--- src/hdl/dpcc_pkg.sv ---
`timescale 1ns / 1ps
// ----------------------------------------------------------------------------
// DER primitive content checker package
// Shared types, tag codes and status codes.
// ----------------------------------------------------------------------------
package dpcc_pkg;

	localparam logic [7:0] TAG_BOOLEAN   = 8'd1;
	localparam logic [7:0] TAG_INTEGER   = 8'd2;
	localparam logic [7:0] TAG_BITSTR    = 8'd3;
	localparam logic [7:0] TAG_OCTSTR    = 8'd4;
	localparam logic [7:0] TAG_NULL      = 8'd5;
	localparam logic [7:0] TAG_OID       = 8'd6;
	localparam logic [7:0] TAG_REAL      = 8'd9;
	localparam logic [7:0] TAG_ENUM      = 8'd10;
	localparam logic [7:0] TAG_UTF8      = 8'd12;
	localparam logic [7:0] TAG_RELOID    = 8'd13;
	localparam logic [7:0] TAG_NUMERIC   = 8'd18;
	localparam logic [7:0] TAG_PRINTABLE = 8'd19;
	localparam logic [7:0] TAG_IA5       = 8'd22;
	localparam logic [7:0] TAG_UTCTIME   = 8'd23;
	localparam logic [7:0] TAG_GENTIME   = 8'd24;
	localparam logic [7:0] TAG_VISIBLE   = 8'd26;
	localparam logic [7:0] TAG_UNIVERSAL = 8'd28;
	localparam logic [7:0] TAG_BMP       = 8'd30;

	localparam logic [1:0] ST_OK          = 2'd0;
	localparam logic [1:0] ST_INVALID     = 2'd1;
	localparam logic [1:0] ST_UNSUPPORTED = 2'd2;

	localparam logic [2:0] FR_NONE  = 3'd0;
	localparam logic [2:0] FR_DOT   = 3'd1;
	localparam logic [2:0] FR_NZ    = 3'd2;
	localparam logic [2:0] FR_ZERO  = 3'd3;
	localparam logic [2:0] FR_ZULU  = 3'd4;

	typedef struct packed {
		logic [7:0]  elem_tag;
		logic [4:0]  byte_count;
		logic [1:0]  group_phase;
		logic        invalid_seen;
		logic [7:0]  first_octet;
		logic [7:0]  prior_octet;
		logic [1:0]  utf8_pending;
		logic [31:0] code_point;
		logic [1:0]  utf8_min_class;
		logic        oid_continuing;
		logic [3:0]  tens_digit;
		logic [2:0]  fraction_phase;
		logic [1:0]  real_exponent_len;
		logic        mantissa_lead_zero;
	} elem_state_t;

	typedef struct packed {
		logic [7:0] tag_number;
		logic [7:0] data_byte;
		logic       last_byte;
		logic       empty_element;
	} item_t;

	function automatic logic is_dig(input logic [7:0] b);
		return (b >= 8'h30) && (b <= 8'h39);
	endfunction

endpackage

--- src/hdl/dpcc_step.sv ---
`timescale 1ns / 1ps
// ----------------------------------------------------------------------------
// DER content checker step logic
// Combinational update of the element state for one item, plus the verdict.
// ----------------------------------------------------------------------------
module dpcc_step (
	input  dpcc_pkg::elem_state_t cur,
	input  dpcc_pkg::item_t       item,
	output dpcc_pkg::elem_state_t nxt,
	output logic                  done,
	output logic [1:0]            verdict
);

	dpcc_pkg::elem_state_t s;
	dpcc_pkg::elem_state_t t;
	logic [7:0]  b;
	logic [4:0]  n;
	logic [31:0] cp;
	logic [31:0] minv;
	logic [3:0]  fidx;
	logic [6:0]  tv;
	logic [6:0]  lo;
	logic [6:0]  hi;
	logic [1:0]  e;
	logic [2:0]  m;
	logic        ok;
	logic        time_on;
	logic [2:0]  yp;
	logic [7:0]  bmask;

	always_comb begin
		s = cur;
		if (cur.byte_count == 5'd0) begin
			s = '0;
			s.elem_tag = item.tag_number;
		end
		t = s;
		b = item.data_byte;
		n = s.byte_count;
		cp = '0;
		minv = '0;
		fidx = '0;
		tv = '0;
		lo = '0;
		hi = '0;
		e = s.real_exponent_len;
		m = 3'd1 + {1'b0, e};
		time_on = 1'b0;
		yp = '0;
		if (!item.empty_element) begin
			case (s.elem_tag)
				dpcc_pkg::TAG_BOOLEAN: begin
					if (n == 5'd0 && b != 8'h00 && b != 8'hFF) t.invalid_seen = 1'b1;
				end
				dpcc_pkg::TAG_INTEGER, dpcc_pkg::TAG_ENUM: begin
					if (n == 5'd0) t.first_octet = b;
					else if (n == 5'd1 && ((s.first_octet == 8'h00 && !b[7]) ||
						(s.first_octet == 8'hFF && b[7]))) t.invalid_seen = 1'b1;
				end
				dpcc_pkg::TAG_BITSTR: begin
					if (n == 5'd0) begin
						t.first_octet = b;
						if (b > 8'd7) t.invalid_seen = 1'b1;
					end
				end
				dpcc_pkg::TAG_OID, dpcc_pkg::TAG_RELOID: begin
					if (!s.oid_continuing && b == 8'h80) t.invalid_seen = 1'b1;
					t.oid_continuing = b[7];
				end
				dpcc_pkg::TAG_REAL: begin
					if (n == 5'd0) begin
						t.first_octet = b;
						if (!b[7]) begin
							if (!b[6] || b > 8'h43) t.invalid_seen = 1'b1;
						end else if (b[5:4] != 2'b00 || b[3:2] != 2'b00 || b[1:0] == 2'b11) begin
							t.invalid_seen = 1'b1;
						end else begin
							t.real_exponent_len = b[1:0] + 2'd1;
						end
					end else if (e == 2'd0) begin
						t.invalid_seen = 1'b1;
					end else begin
						if (n == 5'd2 && e >= 2'd2 && ((s.prior_octet == 8'h00 && !b[7]) ||
							(s.prior_octet == 8'hFF && b[7]))) t.invalid_seen = 1'b1;
						if (n == {2'b00, m}) t.mantissa_lead_zero = (b == 8'h00);
						if (n == {2'b00, m} + 5'd1 && s.mantissa_lead_zero)
							t.invalid_seen = 1'b1;
					end
				end
				dpcc_pkg::TAG_UTF8: begin
					if (s.utf8_pending == 2'd0) begin
						if (b[7]) begin
							if (b[7:5] == 3'b110) begin
								t.utf8_pending = 2'd1;
								t.code_point = {27'd0, b[4:0]};
								t.utf8_min_class = 2'd1;
							end else if (b[7:4] == 4'b1110) begin
								t.utf8_pending = 2'd2;
								t.code_point = {28'd0, b[3:0]};
								t.utf8_min_class = 2'd2;
							end else if (b[7:3] == 5'b11110) begin
								t.utf8_pending = 2'd3;
								t.code_point = {29'd0, b[2:0]};
								t.utf8_min_class = 2'd3;
							end else begin
								t.invalid_seen = 1'b1;
							end
						end
					end else if (b[7:6] != 2'b10) begin
						t.invalid_seen = 1'b1;
						t.utf8_pending = 2'd0;
					end else begin
						cp = {11'd0, s.code_point[14:0], b[5:0]};
						t.code_point = cp;
						t.utf8_pending = s.utf8_pending - 2'd1;
						if (s.utf8_pending == 2'd1) begin
							case (s.utf8_min_class)
								2'd1:    minv = 32'h80;
								2'd2:    minv = 32'h800;
								default: minv = 32'h10000;
							endcase
							if (cp < minv || cp > 32'h10FFFF ||
								(cp >= 32'hD800 && cp <= 32'hDFFF)) t.invalid_seen = 1'b1;
						end
					end
				end
				dpcc_pkg::TAG_NUMERIC: begin
					if (!dpcc_pkg::is_dig(b) && b != 8'h20) t.invalid_seen = 1'b1;
				end
				dpcc_pkg::TAG_PRINTABLE: begin
					if (!((b >= 8'h41 && b <= 8'h5A) || (b >= 8'h61 && b <= 8'h7A) ||
						dpcc_pkg::is_dig(b) || b == 8'h20 || b == 8'h27 || b == 8'h28 ||
						b == 8'h29 || b == 8'h2B || b == 8'h2C || b == 8'h2D ||
						b == 8'h2E || b == 8'h2F || b == 8'h3A || b == 8'h3D ||
						b == 8'h3F)) t.invalid_seen = 1'b1;
				end
				dpcc_pkg::TAG_IA5: begin
					if (b > 8'h7F) t.invalid_seen = 1'b1;
				end
				dpcc_pkg::TAG_VISIBLE: begin
					if (b < 8'h20 || b > 8'h7E) t.invalid_seen = 1'b1;
				end
				dpcc_pkg::TAG_UTCTIME: begin
					if (n < 5'd12) begin
						time_on = 1'b1;
						yp = 3'd1;
					end else if (n > 5'd12 || b != 8'h5A) t.invalid_seen = 1'b1;
				end
				dpcc_pkg::TAG_GENTIME: begin
					if (n < 5'd14) begin
						time_on = 1'b1;
						yp = 3'd2;
					end else begin
						case (s.fraction_phase)
							dpcc_pkg::FR_NONE: begin
								if (b == 8'h2E) t.fraction_phase = dpcc_pkg::FR_DOT;
								else if (b == 8'h5A) t.fraction_phase = dpcc_pkg::FR_ZULU;
								else t.invalid_seen = 1'b1;
							end
							dpcc_pkg::FR_DOT, dpcc_pkg::FR_NZ, dpcc_pkg::FR_ZERO: begin
								if (dpcc_pkg::is_dig(b))
									t.fraction_phase = (b == 8'h30) ? dpcc_pkg::FR_ZERO
										: dpcc_pkg::FR_NZ;
								else if (b == 8'h5A && s.fraction_phase == dpcc_pkg::FR_NZ)
									t.fraction_phase = dpcc_pkg::FR_ZULU;
								else t.invalid_seen = 1'b1;
							end
							default: t.invalid_seen = 1'b1;
						endcase
					end
				end
				dpcc_pkg::TAG_UNIVERSAL: begin
					cp = {s.code_point[23:0], b};
					t.code_point = cp;
					t.group_phase = s.group_phase + 2'd1;
					if (s.group_phase == 2'd3 && (cp > 32'h10FFFF ||
						(cp >= 32'hD800 && cp <= 32'hDFFF))) t.invalid_seen = 1'b1;
				end
				dpcc_pkg::TAG_BMP: begin
					cp = {16'd0, s.code_point[7:0], b};
					t.code_point = cp;
					t.group_phase = {1'b0, ~s.group_phase[0]};
					if (s.group_phase[0] && cp >= 32'hD800 && cp <= 32'hDFFF)
						t.invalid_seen = 1'b1;
				end
				default: ;
			endcase
			// Calendar digits: even positions are tens, odd positions close a field.
			if (time_on) begin
				if (!dpcc_pkg::is_dig(b)) begin
					t.invalid_seen = 1'b1;
				end else if (!n[0]) begin
					t.tens_digit = b[3:0];
				end else if ({1'b0, n[4:1]} >= {2'b00, yp}) begin
					fidx = n[4:1] - {1'b0, yp};
					tv = {s.tens_digit, 3'b000} + {2'b00, s.tens_digit, 1'b0} + {3'd0, b[3:0]};
					case (fidx)
						4'd0:    begin lo = 7'd1; hi = 7'd12; end
						4'd1:    begin lo = 7'd1; hi = 7'd31; end
						4'd2:    begin lo = 7'd0; hi = 7'd23; end
						default: begin lo = 7'd0; hi = 7'd59; end
					endcase
					if (fidx <= 4'd4 && (tv < lo || tv > hi)) t.invalid_seen = 1'b1;
				end
			end
			t.prior_octet = b;
			if (s.byte_count != 5'd31) t.byte_count = s.byte_count + 5'd1;
		end

		done = item.empty_element || item.last_byte;
		bmask = (8'd1 << t.first_octet[2:0]) - 8'd1;
		ok = 1'b0;
		verdict = dpcc_pkg::ST_OK;
		case (t.elem_tag)
			dpcc_pkg::TAG_BOOLEAN: ok = (t.byte_count == 5'd1);
			dpcc_pkg::TAG_INTEGER, dpcc_pkg::TAG_ENUM: ok = (t.byte_count != 5'd0);
			dpcc_pkg::TAG_BITSTR: begin
				if (t.byte_count == 5'd0) ok = 1'b0;
				else if (t.byte_count == 5'd1) ok = (t.first_octet == 8'd0);
				else ok = ((t.prior_octet & bmask) == 8'd0);
			end
			dpcc_pkg::TAG_OCTSTR: ok = 1'b1;
			dpcc_pkg::TAG_NULL: ok = (t.byte_count == 5'd0);
			dpcc_pkg::TAG_OID, dpcc_pkg::TAG_RELOID:
				ok = (t.byte_count != 5'd0) && !t.oid_continuing;
			dpcc_pkg::TAG_REAL: begin
				if (t.byte_count == 5'd0) ok = 1'b1;
				else if (t.real_exponent_len == 2'd0) ok = (t.byte_count == 5'd1);
				else ok = (t.byte_count >= {3'd0, t.real_exponent_len} + 5'd2) &&
					t.prior_octet[0];
			end
			dpcc_pkg::TAG_UTF8: ok = (t.utf8_pending == 2'd0);
			dpcc_pkg::TAG_NUMERIC, dpcc_pkg::TAG_PRINTABLE, dpcc_pkg::TAG_IA5,
			dpcc_pkg::TAG_VISIBLE: ok = 1'b1;
			dpcc_pkg::TAG_UTCTIME: ok = (t.byte_count == 5'd13);
			dpcc_pkg::TAG_GENTIME: ok = (t.fraction_phase == dpcc_pkg::FR_ZULU);
			dpcc_pkg::TAG_UNIVERSAL, dpcc_pkg::TAG_BMP: ok = (t.group_phase == 2'd0);
			default: verdict = dpcc_pkg::ST_UNSUPPORTED;
		endcase
		if (verdict != dpcc_pkg::ST_UNSUPPORTED)
			verdict = (ok && !t.invalid_seen) ? dpcc_pkg::ST_OK : dpcc_pkg::ST_INVALID;

		nxt = t;
		if (done) begin
			nxt = '0;
			nxt.elem_tag = t.elem_tag;
		end
	end

endmodule

--- src/hdl/der_primitive_content_checker_top.sv ---
`timescale 1ns / 1ps
// ----------------------------------------------------------------------------
// DER primitive content checker
// Validates canonical DER content of primitive universal elements, one octet
// per beat, and reports a status beat at the end of each element.
// ----------------------------------------------------------------------------
// Output: the status beat is registered and appears in the cycle after the element's last beat is accepted.
// Throughput: one beat per cycle unless a status beat waits on a stalled consumer;
// the state update for a beat is one combinational pass between the element state register and the result register.
// Reset: arst_n clears the element state and the result valid flag.
module der_primitive_content_checker_top (
	input  logic       clk,
	input  logic       arst_n,
	input  logic       in_valid,
	output logic       in_ready,
	input  logic [7:0] tag_number,
	input  logic [7:0] data_byte,
	input  logic       last_byte,
	input  logic       empty_element,
	output logic       out_valid,
	input  logic       out_ready,
	output logic [1:0] status
);

	dpcc_pkg::elem_state_t state_q;
	dpcc_pkg::elem_state_t state_nxt;
	dpcc_pkg::item_t       item;
	logic                  done;
	logic [1:0]            verdict;
	logic                  accept;

	assign item = '{tag_number: tag_number, data_byte: data_byte,
		last_byte: last_byte, empty_element: empty_element};

	dpcc_step u_step (
		.cur     (state_q),
		.item    (item),
		.nxt     (state_nxt),
		.done    (done),
		.verdict (verdict)
	);

	// A beat is taken unless a result is waiting and the consumer stalls.
	assign in_ready = !out_valid || out_ready;
	assign accept   = in_valid && in_ready;

	always_ff @(posedge clk or negedge arst_n) begin
		if (!arst_n) begin
			state_q   <= '0;
			out_valid <= 1'b0;
		end else begin
			if (accept) state_q <= state_nxt;
			if (accept) out_valid <= done;
			else if (out_ready) out_valid <= 1'b0;
		end
	end

	always_ff @(posedge clk) begin
		if (accept && done) status <= verdict;
	end

`ifndef SYNTHESIS
	a_status_range: assert property (@(posedge clk) disable iff (!arst_n)
		out_valid |-> (status != 2'd3))
		else $error("status code out of range");
	a_count_clear: assert property (@(posedge clk) disable iff (!arst_n)
		(accept && done) |=> (state_q.byte_count == 5'd0))
		else $error("element state not cleared after last beat");
	a_hold: assert property (@(posedge clk) disable iff (!arst_n)
		(out_valid && !out_ready) |=> (out_valid && $stable(status)))
		else $error("stalled result changed");
`endif

endmodule

--- config.mk ---
export PLATFORM = sky130hd
export DESIGN_NAME = der_primitive_content_checker_top
export DESIGN_NICKNAME = d
export VERILOG_FILES = /design/src/hdl/dpcc_pkg.sv /design/src/hdl/dpcc_step.sv /design/src/hdl/der_primitive_content_checker_top.sv
export SDC_FILE = /design/constraint.sdc
export NUM_CORES = 1
export LEC_CHECK = 0
export BUFFER_PORTS_ARGS = -buffer_cell sky130_fd_sc_hd__clkbuf_2
export CAP_MARGIN = 20
export CORE_MARGIN = 4
export CORE_UTILIZATION = 61
export CTS_CLUSTER_SIZE = 24
export DETAILED_ROUTE_END_ITERATION = 7
export PLACE_DENSITY = 0.85
export SYNTH_ARGS = -nofsm -noshare
export SYNTH_HDL_FRONTEND = slang
export SYNTH_SLANG_ARGS = --single-unit
export TNS_END_PERCENT = 50
--- constraint.sdc ---
create_clock -name clk -period 7.54 [get_ports clk]
set_input_delay 1.131 -clock clk [delete_from_list [all_inputs] [get_ports clk]]
set_output_delay 1.131 -clock clk [all_outputs]
set_load 0.1 [all_outputs]
==> results.cfg <==
[run_status]
outcome = complete, no violations

[clock_network]
cts_buffers = 9
cts_sinks = 74
clkLatencyLatePin_ns = 0.38
post-cts-setup-buffers = 0
cts.htree.levels = 3
cts_max_path_buffers = 2
ctsResizeCount = 0
cts.reportedPaths.clkPinSlew_ns = 0.08
cts_tree = yes
holdBufCountCts = 0
cts.root.buffer_cell = clkbuf_8

[floorplan]
die_x_microns = 113
initial_core_util_pct = 62.2
design.die.area_sq_um = 12800
io-pin-count = 26
design.core.area_sq_um = 10800
die_span_y_microns = 113
num_rows = 38

[yosys]
number_of_nets_produced_by_synthesis = 925
synthArstFlopShare_pct = 97.3
post_synth_instance_area_sq_um = 6740
yosys_most_used_dff = dfrtp_1
syn-instance-count = 865
synth_area_per_cell_sq_um = 7.79
synth_cell_types = 81
synth_seq_cells = 74
ys_seq_area_share_pct = 27.6
synth.yosys.warnings = 0
count_of_flip_flops_with_a_built_in_enable_after_synthesis = 2

[sta]
finalCritPeriodShare_pct = 72.7
slew_headroom_pct = 36.4
clock.fmax_mhz = 182
timing_max_transition_violations_final = 0
timing.setup.tns_ns = 0
worst_clock_skew_ns = 0.00917
setup_viol_count_final = 0
timing_worst_slew_pin_value_ns = 0.944
final.min_clock_period_ns = 5.48
hold_slack_ns = 0.479
grt_setup_unrepaired = no
fin_ws_ns = 2.06
hold_viol = 0

[detailed_routing]
dr_wl_met2_microns = 10000
detail_route.vias_per_cell = 7.37
top_signal_layer_used = met4
finalWirelength_microns = 22900
drt-pass1-iter-count = 5
ant_nets = 0
detailedRoute.firstIterationViolations = 1000
met3_routed_wirelength_microns = 2940
drt-met1-wl_microns = 9010
dr_total_vias = 7323
drc_errors_left = 0
detail_route.wl_per_cell_microns = 23.1

[layout]
diodes = 0
final_layout_size_suffix_gt1_share_pct = 9.13
layout-area-overhead-vs-synth_pct = 5.16
finish.instance_area_sq_um = 7090
finalNetCount = 909

[critical_path]
cp.arrival_ns = 5.60
worstPathRequired_ns = 7.66
path_max_fanout = 12
crit_path_start_kind = flop
worst-r2r-setup-slack_ns = 2.06
crit_path_category = flop to flop
crit_path_end_kind = flop

[pwr]
total_leakage_power_nw = 2.96
worst_ir_drop_vdd_mv = 0.121
powerDensity_nw_per_um2 = 145

[global_route]
grt_usage_pct = 36.3
grt_overflow_total = 0
antenna_found_initial = 0
global_route_wire_length_before_repair_microns = 37000
pin_count_of_the_biggest_net_entering_global_routing = 73
grt_pass1_vias = 6961

[placement]
dp_slack_ns = 1.91
gp_congestion = 0.992
number_of_buffers_inserted_by_port_buffering = 25
detailed_place_hpwl_microns = 16000
dpl-instance-area_sq_um = 6870

[worst_hold_path]
worst_hold_class = flop to flop

[run]
timing.max_cap.violations = 0
logic make-up (layout without fill, tap and decap cells):
group / Yosys count / after routing / synth area share, %
flops: 74 / 74 / 27.6
simple gates: 331 / 331 / 24.8
fa+ha+maj: 38 / 38 / 7.39
compound gates: 287 / 287 / 29.1
xor+xnor: 10 / 10 / 1.30
mux: 25 / 25 / 3.99
buf+inv: 100 / 89 / 5.81
synth_stat cells (4+ instances only):
cell | n | area share, %
nand2b_1 | 9 | 0.84
o31ai_1 | 10 | 1.1
nor3b_1 | 5 | 0.56
nor4_1 | 18 | 1.7
nor4b_1 | 5 | 0.65
mux2_2 | 11 | 1.8
o41ai_1 | 5 | 0.65
o2111ai_1 | 7 | 0.91
nor3_1 | 24 | 1.8
a2111oi_0 | 4 | 0.52
a21oi_1 | 64 | 4.8
o211ai_1 | 4 | 0.45
or4_1 | 4 | 0.45
and3_1 | 6 | 0.56
nand4_1 | 16 | 1.5
and4_1 | 4 | 0.52
and2_1 | 16 | 1.5
o22ai_1 | 7 | 0.65
nor2_1 | 51 | 2.8
or3_1 | 6 | 0.56
nand2_1 | 114 | 6.3
ha_1 | 35 | 6.5
xor2_1 | 5 | 0.65
a21o_1 | 6 | 0.67
dfrtp_1 | 72 | 27
a32o_1 | 4 | 0.59
buf_2 | 7 | 0.52
inv_1 | 35 | 1.9
clkbuf_1 | 54 | 3.0
a31oi_1 | 13 | 1.2
o21ai_0 | 68 | 5.0
nor2b_1 | 11 | 1.0
a211oi_1 | 9 | 1.0
a22o_1 | 24 | 3.1
o21a_1 | 7 | 0.78
mux2i_1 | 13 | 1.9
xnor2_1 | 5 | 0.65
a221oi_1 | 5 | 0.65
nand3_1 | 27 | 2.0
final cells by class:
cell class,instances,area [sq um]
clock buffers,11,131
clock inverters,5,78.8
fillers,958,3750
inverters,35,131
multi-input cells,691,4490
flip-flops and latches,74,1860
well taps,140,175
repair buffers,38,223
registers in the layout (all words and copies together) (netlist names):
signal,count
state_q,71
status,2
out_valid,1
path summary, 6_finish.rpt:
check,startpoint,endpoint,cells after the start
setup / recovery,state_q[66],status[0],21
hold / removal,state_q[11],state_q[11],1
setup reg to reg,state_q[66],status[0],21
hold reg to reg,state_q[11],state_q[11],1
max in group asynchronous,arst_n,state_q[77],1
min in group asynchronous,arst_n,state_q[50],1
critical path, stage by stage, from the launching register on:
cell and delay [ns]:
dfrtp_1 0.55, nor2_1 0.76, nand2_1 0.16, o41ai_1 0.65, and2_1 0.31, inv_1 0.06
ha_1 0.30, a21oi_1 0.21, xor2_1 0.09, o31ai_1 0.43, nand3_1 0.17, inv_1 0.10
ha_1 0.24, nor2b_1 0.13, o21a_1 0.17, o211ai_1 0.16, a21oi_1 0.10, a211oi_1 0.19
nor4_1 0.09, nor2_1 0.11, o211a_1 0.17, a21oi_1 0.06
routing by layer:
metal,track usage [%],up-vias
met1,48.1,3489
li1,-,3213
met3,11.1,100
met4,16.3,0
met2,54.5,521
met5,0,-
layout by cell type, fill, tap and decap left out, drive strengths merged, types with 20 or more instances in the layout:
cell type,netlist,final
ha,35,35
nor2,52,52
inv,35,35
dfrtp,72,72
nor4,20,20
a22o,24,24
nand2,114,114
nor3,24,24
o21ai,71,71
a21oi,64,64
nand3,27,27
clkbuf,54,36
through the flow:
stage | cells | total power, mW | util (%)
after floorplan | 865 | 0.603 | -
after global placement | 976 | 0.673 | 63.3
after detailed placement | 976 | 0.677 | 63.3
after CTS | 992 | 1.02 | 65.3
after global routing | 994 | 1.07 | 65.4
final | 994 | 1.03 | 65.4
where the power goes:
group          internal [mW]  total, mW  switching, mW  leakage (nW)
Clock                  0.186      0.350          0.164         0.107
Combinational         0.0698      0.236          0.166          1.86
Sequential             0.414      0.443         0.0291         0.999
Total                  0.670       1.03          0.359          2.96
Power figures use the tool's default switching activity.
